File: config.mk
export PLATFORM = sky130hd
export DESIGN_NAME = pattern_occurrence_counter
export DESIGN_NICKNAME = d
export VERILOG_FILES = /design/src/rtl/core/poc_pkg.sv /design/src/rtl/core/poc_cell.sv /design/src/rtl/core/pattern_occurrence_counter.sv
export SDC_FILE = /design/constraint.sdc
export NUM_CORES = 1
export LEC_CHECK = 0
export BUFFER_PORTS_ARGS = -buffer_cell sky130_fd_sc_hd__buf_4
export CAP_MARGIN = 10
export CORE_MARGIN = 4
export CORE_UTILIZATION = 60
export CTS_CLUSTER_SIZE = 25
export DETAILED_ROUTE_END_ITERATION = 12
export PLACE_DENSITY = 0.79
export SYNTH_ARGS = -nofsm -noshare
export SYNTH_HDL_FRONTEND = slang
export SYNTH_SLANG_ARGS = --single-unit
export TNS_END_PERCENT = 20
File: constraint.sdc
create_clock -name clock -period 9.1 [get_ports clock]
set_input_delay 2.73 -clock clock [delete_from_list [all_inputs] [get_ports clock]]
set_output_delay 2.73 -clock clock [all_outputs]
set_load 0.02 [all_outputs]
File: src/rtl/core/poc_pkg.sv
package poc_pkg;

   localparam int CHAR_W  = 8;
   localparam int COUNT_W = 32;
   localparam int CMD_W   = 2;

   localparam logic [CMD_W-1:0] CMD_PATTERN = 2'd0;
   localparam logic [CMD_W-1:0] CMD_TEXT    = 2'd1;
   localparam logic [CMD_W-1:0] CMD_EOW     = 2'd2;
   localparam logic [CMD_W-1:0] CMD_EOT     = 2'd3;

   typedef struct packed {
      logic pat_shift;
      logic txt_shift;
      logic clear;
   } poc_ctl_type;

endpackage

File: src/rtl/core/poc_cell.sv
module poc_cell (
   input  logic                      clock,
   input  logic                      reset,
   input  poc_pkg::poc_ctl_type      ctl,
   input  logic [poc_pkg::CHAR_W-1:0] pat_in,
   input  logic                      act_in,
   input  logic [poc_pkg::CHAR_W-1:0] txt_in,
   output logic [poc_pkg::CHAR_W-1:0] pat_out,
   output logic                      act_out,
   output logic [poc_pkg::CHAR_W-1:0] txt_out,
   output logic                      ok
);

   logic [poc_pkg::CHAR_W-1:0] pat_ff;
   logic [poc_pkg::CHAR_W-1:0] txt_ff;
   logic                       act_ff;

   // pattern byte here lines up with the window byte about to enter this cell
   always_ff @(posedge clock) begin
      if (ctl.pat_shift) begin
         pat_ff <= pat_in;
      end
      if (ctl.txt_shift) begin
         txt_ff <= txt_in;
      end
   end

   always_ff @(posedge clock) begin
      if (reset || ctl.clear) begin
         act_ff <= 1'b0;
      end else if (ctl.pat_shift) begin
         act_ff <= act_in;
      end
   end

   // compare against the byte about to enter this cell
   assign ok      = !act_ff || (txt_in == pat_ff);
   assign pat_out = pat_ff;
   assign act_out = act_ff;
   assign txt_out = txt_ff;

endmodule

File: src/rtl/core/pattern_occurrence_counter.sv
// the result appears in the cycle after the end-of-text transaction is accepted
// throughput: one transaction per cycle; each cell compares one window byte in parallel
// an end-of-text transaction waits only while an earlier result is held by rsp_ready low
// the match is a combinational and over all cells feeding a saturating 32-bit increment
// reset clears pattern length, word fill, overflow, count and the result valid flag
// end of text returns pattern length, word fill, overflow and count to reset values as the result is loaded
module pattern_occurrence_counter #(
   parameter int MAX_PATTERN = 16
) (
   input  logic                          clock,
   input  logic                          reset,
   input  logic                          req_valid,
   output logic                          req_ready,
   input  logic [poc_pkg::CMD_W-1:0]     req_command,
   input  logic [poc_pkg::CHAR_W-1:0]    req_char_in,
   output logic                          rsp_valid,
   input  logic                          rsp_ready,
   output logic [poc_pkg::COUNT_W-1:0]   rsp_occurrences,
   output logic                          rsp_pattern_overflow
);

   localparam int LEN_W = $clog2(MAX_PATTERN + 1);
   localparam logic [LEN_W-1:0] LEN_MAX = LEN_W'(MAX_PATTERN);

   logic [LEN_W-1:0]              plen_ff, plen_in;
   logic [LEN_W-1:0]              fill_ff, fill_in, fill_next;
   logic                          ovf_ff, ovf_in;
   logic [poc_pkg::COUNT_W-1:0]   count_ff, count_in;
   logic                          rsp_valid_ff;
   logic [poc_pkg::COUNT_W-1:0]   rsp_occ_ff;
   logic                          rsp_ovf_ff;

   logic                          accept;
   logic                          do_count;
   logic                          all_ok;
   poc_pkg::poc_ctl_type          ctl;

   logic [poc_pkg::CHAR_W-1:0]    pat_chain [0:MAX_PATTERN];
   logic [poc_pkg::CHAR_W-1:0]    txt_chain [0:MAX_PATTERN];
   logic                          act_chain [0:MAX_PATTERN];
   logic [MAX_PATTERN-1:0]        ok_vec;

   // only an end-of-text transaction needs the output register
   assign req_ready = rsp_ready || !rsp_valid_ff || (req_command != poc_pkg::CMD_EOT);
   assign accept    = req_valid && req_ready;

   assign ctl.pat_shift = accept && (req_command == poc_pkg::CMD_PATTERN) && (plen_ff != LEN_MAX);
   assign ctl.txt_shift = accept && (req_command == poc_pkg::CMD_TEXT);
   assign ctl.clear     = accept && (req_command == poc_pkg::CMD_EOT);

   assign pat_chain[0] = req_char_in;
   assign txt_chain[0] = req_char_in;
   assign act_chain[0] = 1'b1;

   for (genvar k = 0; k < MAX_PATTERN; k++) begin : g_cell
      poc_cell u_cell (
         .clock   (clock),
         .reset   (reset),
         .ctl     (ctl),
         .pat_in  (pat_chain[k]),
         .act_in  (act_chain[k]),
         .txt_in  (txt_chain[k]),
         .pat_out (pat_chain[k+1]),
         .act_out (act_chain[k+1]),
         .txt_out (txt_chain[k+1]),
         .ok      (ok_vec[k])
      );
   end

   assign all_ok    = &ok_vec;
   assign fill_next = (fill_ff == LEN_MAX) ? fill_ff : fill_ff + LEN_W'(1);

   always_comb begin
      plen_in  = plen_ff;
      fill_in  = fill_ff;
      ovf_in   = ovf_ff;
      do_count = 1'b0;
      if (accept) begin
         case (req_command)
            poc_pkg::CMD_PATTERN: begin
               if (plen_ff != LEN_MAX) begin
                  plen_in = plen_ff + LEN_W'(1);
               end else begin
                  ovf_in = 1'b1;
               end
            end
            poc_pkg::CMD_TEXT: begin
               fill_in = fill_next;
               if (!ovf_ff) begin
                  if (plen_ff == '0) begin
                     do_count = 1'b1;
                  end else if ((fill_next >= plen_ff) && all_ok) begin
                     do_count = 1'b1;
                  end
               end
            end
            poc_pkg::CMD_EOW: begin
               fill_in  = '0;
               do_count = !ovf_ff && (plen_ff == '0);
            end
            poc_pkg::CMD_EOT: begin
               plen_in = '0;
               fill_in = '0;
               ovf_in  = 1'b0;
            end
            default: begin
               plen_in = plen_ff;
            end
         endcase
      end
   end

   always_comb begin
      count_in = count_ff;
      if (ctl.clear) begin
         count_in = '0;
      end else if (do_count && (count_ff != '1)) begin
         count_in = count_ff + poc_pkg::COUNT_W'(1);
      end
   end

   always_ff @(posedge clock) begin
      if (reset) begin
         plen_ff  <= '0;
         fill_ff  <= '0;
         ovf_ff   <= 1'b0;
         count_ff <= '0;
      end else begin
         plen_ff  <= plen_in;
         fill_ff  <= fill_in;
         ovf_ff   <= ovf_in;
         count_ff <= count_in;
      end
   end

   always_ff @(posedge clock) begin
      if (reset) begin
         rsp_valid_ff <= 1'b0;
      end else if (ctl.clear) begin
         rsp_valid_ff <= 1'b1;
      end else if (rsp_ready) begin
         rsp_valid_ff <= 1'b0;
      end
   end

   always_ff @(posedge clock) begin
      if (ctl.clear) begin
         rsp_occ_ff <= count_ff;
         rsp_ovf_ff <= ovf_ff;
      end
   end

   assign rsp_valid            = rsp_valid_ff;
   assign rsp_occurrences      = rsp_occ_ff;
   assign rsp_pattern_overflow = rsp_ovf_ff;

endmodule

==> results of run 1 <==
[kinds of logic after synthesis]
logic type                 share of synthesized area
adders and majority gates                    0.01445
DFF                                           0.7421
AOI/OAI and AO/OA                            0.04614
xor gates and xnor gates                     0.09238
and+or+nand+nor                              0.09228
buffers and inverters                        0.01108
muxes                                       0.001541
[routing by layer]
metal	vias up	track usage	routed length [µm]
met5	-	0	0
met4	0	0.06140	429
met3	39	0.02754	964
met2	145	0.3013	10740
met1	3355	0.2179	8237
li1	3336	-	-
[cell usage in the layout (no fill, tap or decap), types with 3 or more instances in the layout]
cell type,synthesis,routed
inv_1,14,14
or4_1,17,17
o211ai_1,3,3
or3_1,12,12
nor3_1,6,6
o31ai_1,14,14
nand2b_1,5,4
nor2_1,21,21
ha_1,15,15
clkbuf_16,0,35
o21ai_1,5,5
nand2_1,59,59
and3_1,9,8
clkinv_1,1,6
a21oi_1,51,50
clkbuf_8,0,6
clkinv_2,0,4
o21ai_0,25,25
and2_1,4,4
xnor2_1,135,135
buf_4,0,52
edfxtp_1,281,281
clkbuf_1,11,8
dfxtp_1,60,60
nand4_1,48,48
nand3_1,20,20
[through the flow]
stage	util	hold WS, ns	setup WS, ns	std cells
4_1_cts	0.6959	0.4528	2.858	1221
6_report	0.6959	0.4547	2.860	1221
3_5_place_dp	0.6454	0.4496	2.861	1160
5_1_grt	0.6959	0.4559	2.743	1221
3_3_place_gp	0.6454	0.4479	2.886	1160
2_1_floorplan	-	0.4316	1.080	850
[state kept, by name, indices dropped and copies added, names as in the netlist]
register	flops
fill_ff	5
g_cell.u_cell.pat_out	128
rsp_valid	1
ovf_ff	1
g_cell.u_cell.txt_out	120
rsp_pattern_overflow	1
count_ff	32
g_cell.u_cell.act_out	16
rsp_occurrences	32
plen_ff	5
[power by group]
| group | switching (µW) | internal [µW] |
|---|---|---|
| sequential | 19.3 | 1720 |
| combinational | 57.4 | 33.5 |
| clock | 535 | 782 |
| total | 612 | 2530 |
[final cells by class]
type / count / share of cell area
Sequential cell: 341 / 0.6548
Tap cell: 275 / 0.02337
Clock inverter: 12 / 0.005524
Clock buffer: 49 / 0.06714
Timing Repair Buffer: 52 / 0.02652
Multi-Input combinational cell: 477 / 0.2185
Inverter: 15 / 0.004165
[cell usage after synthesis (3+ instances only)]
cell type and n:
xnor2_1 135, dfxtp_1 60, and2_1 4, o31ai_1 14
or3_1 12, clkbuf_1 11, nand4_1 48, and3_1 9
nand2_1 59, o211ai_1 3, o21ai_1 5, buf_6 3
a21oi_1 51, o21ai_0 25, nand2b_1 5, ha_1 15
nor3_1 6, inv_1 14, nand3_1 20, nor2_1 21
or4_1 17, edfxtp_1 281
[critical path: cells and delay by family]
| kind | cells | cell delay, ns |
|---|---|---|
| and+or+nand+nor | 1 | 0.18 |
| adders and majority gates | 1 | 0.31 |
| buffers and inverters | 2 | 0.28 |
[worst max path at each step]
stage,startpoint,endpoint,depth (start not counted)
global route,req_command[0],req_ready,4
CTS,req_command[0],req_ready,4
finish,req_command[0],req_ready,4
global placement,req_command[0],req_ready,4
floorplan,req_command[0],g_cell[0].u_cell.pat_out[0],7
detailed placement,req_command[0],req_ready,4
==> metrics.cfg, run 1 <==
[run_status]
outcome = complete, no violations

[placed_design]
port_buffers = 48
dp_hpwl_mm = 12.65
gp_congestion = 0.8063
placed_cell_area_mm2 = 0.01365

[synthesis]
synth_async_sr_flop_share = 0
synth_seq_cells = 341
netlist.area_leader.share = 0.6496
synth_edf_count = 281
syn_inst = 850
seq_area_frac_synth = 0.7421
syn_area_mm2 = 0.01299
synth_cell_type_count = 44
yosysTopAreaCell = edfxtp_1
synth.area.top_cells = edfxtp_1, dfxtp_1, xnor2_1, nand4_1, a21oi_1
syn_area_per_cell_um2 = 15.28
synth_ff_type = edfxtp_1
synth_nets = 879
yosysWarnings = 0

[power]
power_density_mw_per_mm2 = 213.6
p_leak_uw = 0.004739
report.power.total_uw = 3145
vdd_ir_drop_max_v = 0.0002267

[timing]
setup_violations = 0
worst_pin_slew_ns = 1.044
maxSlewHeadroom = 0.3043
slew_violations = 0
min_period_ns = 6.240
rsz0062_at_grt = no
timing.setup.tns_ns = 0
fin_crit_sh = 0.6857
max_freq_mhz = 160.3
fin_skew_ns = 0.01766
hold_viol_final = 0

[cells_and_area]
area_delta_synth_final_pct = 13.34
drive_gt1_frac = 0.1163
final_area_mm2 = 0.01472
multi_input_area_mm2 = 0.003217
register_area_mm2 = 0.009639
num_antenna_cells = 0
nets = 950
fillers = 1359

[clock_tree]
numCtsBuffers = 34
cts_resized = 0
post_cts_buffers = 0
cts.path.max_buffers = 3
insertion_delay_ns = 0.51
h-tree-depth = 2
clock-sinks = 341
clkTransAtPathRegs_ns = 0.06
cts_root_buf = clkbuf_16
tritoncts = built
cts-hold-fix-buffers = 0

[min_path]
worstHoldEndpoint = g_cell[15].u_cell.act_out
holdPathStages = 2
hp-class = register to register
hp-start = g_cell[15].u_cell.act_out

[floorplanning]
initial_core_util = 0.6140
rows = 53
dieHeight_um = 155.1
num_io_pins = 49
die_area_mm2 = 0.02407
core_mm2 = 0.02115
die_w_um = 155.1

[global_routing]
grt-ovfl-total = 0
antenna_found_initial = 0
grt_pass1_vias = 7005
grt_max_degree = 87
grt_pass1_wl_mm = 33.33
track_usage = 0.1717

[routing]
vias = 6875
dr.pass1.iters = 5
finalWirelength_mm = 20.37
post_drt_via_cell_ratio = 5.631
drt-initial-drc-count = 601
postRouteAntennaNets = 0
wl_per_cell_um = 16.68
route.detailed.drc = 0

[setup_path]
worstPathCellList = buf_4 > ha_1 > nand3b_1 > buf_4
critPathLaunchType = input port
critical_path.most_common_cell = buf_4
crit_type = input port to output pin
required_ns = 6.37
r2r-end = g_cell[9].u_cell.act_out
reg2reg_from = plen_ff[0]
r2r_cells = 10
worstPathMaxFanout = 9
cpMaxStageDelayCell = ha_1
r2r_slack_ns = 5.65
slowest_delay_ns = 0.31
worst_ep_arrival_time_ns = 3.51
end_kind = output pin

[job]
maxCapViolCount = 0

Note: power is estimated with default switching activity, not from simulation.
==> run 2: changes to the inputs <==
==> constraint.sdc (replaced) <==
create_clock -name clock -period 5.76 [get_ports clock]
set_input_delay 1.728 -clock clock [delete_from_list [all_inputs] [get_ports clock]]
set_output_delay 1.728 -clock clock [all_outputs]
set_load 0.02 [all_outputs]
==> run 2 against run 1 <==
- clock power up 64%
- combinational power grew 62%
- flip-flop and latch count unchanged
- global-route usage grew 0.11 points
- register-to-register slack worse by 3.3 ns
- first-iteration DRC count is 26% lower
- cell area is 0.65% higher
- critical path type unchanged
- largest power group unchanged
- highest routed layer unchanged
==> metrics.cfg, run 2 (synthesized netlist as in run 1, its figures left out) <==
[setup_path]
worstPathCellList = buf_4 > ha_1 > nand3b_1 > buf_4
cpMaxStageDelayCell = ha_1
worst_ep_arrival_time_ns = 2.50
end_kind = output pin
path_delay_family = adder cells
crit_type = input port to output pin
critPathLaunchType = input port
required_ns = 4.03
critical_path.most_common_cell = buf_4
path_buf_inv = 2
slowest_delay_ns = 0.30
worstPathMaxFanout = 9

[power]
vdd_ir_drop_max_v = 0.0002189
seqPwrFrac = 0.542
pwr-share-clk = 0.429
p_leak_uw = 0.004774
power.switching_uw = 978.7
report.power.total_uw = 5063
combPwrFrac = 0.029
p_sw_frac = 0.1933
power_density_mw_per_mm2 = 341.7
power.internal_uw = 4085

[global_routing]
grt_pass1_vias = 7137
antenna_found_initial = 0
grt_pass1_wl_mm = 33.74
track_usage = 0.1728
grt_max_degree = 95
grt-ovfl-total = 0

[timing]
fin_skew_ns = 0.01374
slew_violations = 0
fin_crit_sh = 0.7346
hold_viol_final = 0
rsz0062_at_grt = no
worst_pin_slew_ns = 1.029
setup_violations = 0
maxSlewHeadroom = 0.3142
timing.setup.tns_ns = 0
min_period_ns = 4.231
max_freq_mhz = 236.3

[floorplanning]
num_io_pins = 49
rows = 53
die_w_um = 155.1
die_area_mm2 = 0.02407
initial_core_util = 0.6140
dieHeight_um = 155.1
core_mm2 = 0.02115

[placed_design]
gp_congestion = 0.7680
port_buffers = 48
dp_hpwl_mm = 12.54

[routing]
dr.pass1.iters = 5
post_drt_via_cell_ratio = 5.637
finalWirelength_mm = 20.37
postRouteAntennaNets = 0
route.detailed.drc = 0
wl_per_cell_um = 16.67
drt-initial-drc-count = 444
vias = 6888

[cells_and_area]
area_delta_synth_final_pct = 14.08
nets = 951
final_cell_mix = edfxtp_1, xnor2_1, dfxtp_1
final_common_cell = edfxtp_1
largest_reg_flops = 128
drive_gt1_frac = 0.1204
num_antenna_cells = 0

[clock_tree]
post_cts_buffers = 0
numCtsBuffers = 34
clkTransAtPathRegs_ns = 0.06
cts-hold-fix-buffers = 0
cts_resized = 0
insertion_delay_ns = 0.50
cts_root_buf = clkbuf_16
clock-sinks = 341
h-tree-depth = 2
tritoncts = built
cts.path.max_buffers = 3

[run_status]
outcome = complete, no violations

[min_path]
hp-class = register to register

[job]
maxCapViolCount = 0

-- run 2: cell count changes in the layout (fill, tap and decap cells not counted) --
cell,previous run,this run
clkinv_4,0,1
buf_12,0,3
clkinv_1,6,3
buf_4,52,50
clkinvlp_4,0,1
clkbuf_8,6,5
bufinv_16,1,3
-- run 2: cell type report --
type                       instances  area, µm²
fill                            1380       6336
multi-input combinational        477       3217
sequential                       341       9639
inverter                          15      61.31
clock inverter                    13      146.4
timing repair buffer              53      435.4
tap                              275      344.1
clock buffer                      48      974.7
-- run 2: worst paths after layout --
check / start / end / slack (ns) / cells after the start
worst max-delay path: req_command[0] / req_ready / 1.53 / 4
worst min-delay path: g_cell[2].u_cell.txt_out[2] / g_cell[3].u_cell.txt_out[2] / 0.46 / 0
worst max register to register: fill_ff[0] / count_ff[5] / 2.38 / 14
worst min register to register: g_cell[2].u_cell.txt_out[2] / g_cell[3].u_cell.txt_out[2] / 0.46 / 0
-- run 2: metal layers --
| metal | track usage | wire (µm) | share of wire |
|---|---|---|---|
| met1 | 0.2135 | 8195 | 0.40 |
| met4 | 0.05467 | 458 | 0.022 |
| met2 | 0.3079 | 10730 | 0.53 |
| met5 | 0 | 0 | 0 |
| met3 | 0.03449 | 977 | 0.048 |
-- run 2: power by group through the flow --
stage | sequential (µW) | clock, µW | combinational, µW
2_1_floorplan | 2800 | 0 | 101
3_3_place_gp | 2790 | 0 | 145
3_5_place_dp | 2800 | 0 | 148
4_1_cts | 2740 | 2220 | 150
5_1_grt | 2750 | 2330 | 162
6_report | 2740 | 2170 | 147
-- run 2: metrics by stage --
stage	cell area (µm²)	hold slack, ns	setup WS [ns]	std cells	utilization
after floorplan	13000	0.4316	0.06884	850	-
after global placement	13700	0.4475	1.478	1161	0.6475
after detailed placement	13700	0.4557	1.250	1161	0.6475
after CTS	14820	0.4641	1.525	1222	0.7005
after global routing	14820	0.4737	1.425	1222	0.7005
final	14820	0.4642	1.529	1222	0.7005
==> run 3: changes to the inputs <==
--- a/config.mk
+++ b/config.mk
@@ -8,10 +8,10 @@
 export BUFFER_PORTS_ARGS = -buffer_cell sky130_fd_sc_hd__buf_4
 export CAP_MARGIN = 10
 export CORE_MARGIN = 4
-export CORE_UTILIZATION = 60
+export CORE_UTILIZATION = 55
 export CTS_CLUSTER_SIZE = 25
 export DETAILED_ROUTE_END_ITERATION = 12
-export PLACE_DENSITY = 0.79
+export PLACE_DENSITY = 0.76
 export SYNTH_ARGS = -nofsm -noshare
 export SYNTH_HDL_FRONTEND = slang
 export SYNTH_SLANG_ARGS = --single-unit
==> constraint.sdc (replaced) <==
create_clock -name clock -period 3.4 [get_ports clock]
set_input_delay 1.02 -clock clock [delete_from_list [all_inputs] [get_ports clock]]
set_output_delay 1.02 -clock clock [all_outputs]
set_load 0.02 [all_outputs]
==> run 3 against run 2 <==
- count of clock-buffer cells in the layout is 2 lower
- sequential share of layout area is 0.75 points lower
- non-clock buffer count is 18 higher
- global-route usage is 1.3 points lower
- combinational power is 87% higher
- power is 67% higher
- utilization is 4.6 points lower
- via count is 1.1% higher
- clock skew is 0.00091 ns lower
- highest routed layer unchanged
==> metrics.cfg, run 3 (synthesized netlist as in run 1, its figures left out) <==
[run_status]
outcome = complete, no violations

[timing]
fin_skew_ns = 0.01283
maxSlewHeadroom = 0.5951
setup_slack_ns = 0.3182
min_period_ns = 3.082
rsz0062_at_grt = no
slew_violations = 0
setup_violations = 0
worst_pin_slew_ns = 0.6010
timing.setup.tns_ns = 0
max_freq_mhz = 324.5
fin_crit_sh = 0.9064
hold_viol_final = 0

[routing]
route.detailed.drc = 0
drt-initial-drc-count = 380
postRouteAntennaNets = 0
wl_per_cell_um = 16.16
dr.pass1.iters = 5
vias = 6961
finalWirelength_mm = 20.65
post_drt_via_cell_ratio = 5.447

[power]
combPwrFrac = 0.033
power_density_mw_per_mm2 = 564.3
pwr-share-clk = 0.418
vdd_ir_drop_max_v = 0.0004438
power.internal_uw = 6791
p_leak_uw = 0.004861
seqPwrFrac = 0.549
power.switching_uw = 1668
p_sw_frac = 0.1971

[clock_tree]
cts_root_buf = clkbuf_16
cts-hold-fix-buffers = 0
h-tree-depth = 2
post_cts_buffers = 0
cts.path.max_buffers = 3
numCtsBuffers = 35
clock-sinks = 341
insertion_delay_ns = 0.50
clkTransAtPathRegs_ns = 0.06
tritoncts = built

[floorplanning]
dieHeight_um = 161.7
die_area_mm2 = 0.02614
rows = 55
core_mm2 = 0.02292
num_io_pins = 49
die_w_um = 161.7
initial_core_util = 0.5668

[min_path]
worstHoldEndpoint = g_cell[4].u_cell.pat_out[1]
hp-class = register to register
hp-start = g_cell[3].u_cell.pat_out[1]
holdPathStages = 0

[setup_path]
worst_ep_arrival_time_ns = 3.46
worstPathCellList = inv_1 > ha_1 > nand3_1 > xnor2_1 > ha_1 > nand2b_1 > a21o_1 > a21o_1 > a211oi_2 > nor4b_1 > a21oi_2 > buf_12 > buf_4 > mux2i_1 > nor2_1
slowest_delay_ns = 0.40
r2r-end = count_ff[1]
r2r_cells = 15
crit_type = register to register
required_ns = 3.78
reg2reg_from = fill_ff[0]
path_buf_inv = 3
path_delay_family = compound AO/OA/AOI/OAI gates
end_kind = register
critPathLaunchType = register
cpMaxStageDelayCell = dfxtp_1
r2r_slack_ns = 0.32
worstPathMaxFanout = 43

[global_routing]
antenna_found_initial = 0
track_usage = 0.1597
grt-ovfl-total = 0
grt_pass1_wl_mm = 33.91
grt_pass1_vias = 7137
grt_max_degree = 53

[cells_and_area]
final_cell_mix = edfxtp_1, xnor2_1, buf_4
final_common_cell = edfxtp_1
fillers = 1603
area_delta_synth_final_pct = 15.41
num_antenna_cells = 0
nets = 970
largest_reg_flops = 128
drive_gt1_frac = 0.1399

[placed_design]
dp_slack_ns = 0.07315
gp_congestion = 0.8065
dp_hpwl_mm = 13.41
port_buffers = 48

[job]
maxCapViolCount = 0

## run 3: layout make-up
class	count	area, µm²	area share
Clock buffer	46	969.7	0.06469
Timing Repair Buffer	71	608.1	0.04056
Clock inverter	15	101.3	0.006761
Inverter	15	58.81	0.003923
Tap cell	313	391.6	0.02612
Sequential cell	341	9639	0.6430
Multi-Input combinational cell	477	3222	0.2149
## run 3: what timing repair did
action                                 CTS  global route
endpoints found under the hold margin    0             0
setup endpoints to repair                0             3
gates resized for setup                  0             1
## run 3: worst max path at each step
| stage | startpoint | to | slack (ns) | cells past startpoint |
|---|---|---|---|---|
| after floorplan | req_command[0] | count_ff[17] | 0.1 | 10 |
| after global placement | req_command[0] | count_ff[12] | 0.19 | 11 |
| after detailed placement | req_command[0] | count_ff[11] | 0.07 | 10 |
| after CTS | fill_ff[0] | count_ff[1] | 0.22 | 15 |
| after global routing | fill_ff[0] | count_ff[14] | 0.11 | 15 |
| final | fill_ff[0] | count_ff[1] | 0.32 | 15 |
## run 3: power groups by stage
| stage | Clock (µW) | Combinational [µW] | Sequential [µW] |
|---|---|---|---|
| after floorplan | 0 | 171 | 4730 |
| after global placement | 0 | 269 | 4730 |
| after detailed placement | 0 | 276 | 4730 |
| after CTS | 3630 | 278 | 4650 |
| after global routing | 3800 | 302 | 4650 |
| final | 3540 | 275 | 4650 |
## run 3: routing by layer
layer / routed length, µm / GRT usage / share of wire / vias up
met5: 0 / 0 / 0 / -
met4: 500 / 0.05344 / 0.024 / 0
met3: 1082 / 0.03096 / 0.052 / 42
met2: 10640 / 0.2858 / 0.52 / 143
met1: 8425 / 0.1963 / 0.41 / 3393
li1: - / - / - / 3383
## run 3: stage by stage
stage	hold slack (ns)	power, µW	utilization	std cells	cell area, µm²
floorplan	0.4316	4900	-	850	13000
global placement	0.4472	4995	0.6072	1217	13910
detailed placement	0.4475	5011	0.6072	1217	13910
CTS	0.4600	8558	0.6539	1278	14990
global route	0.4726	8757	0.6542	1278	14990
finish	0.4636	8459	0.6542	1278	14990
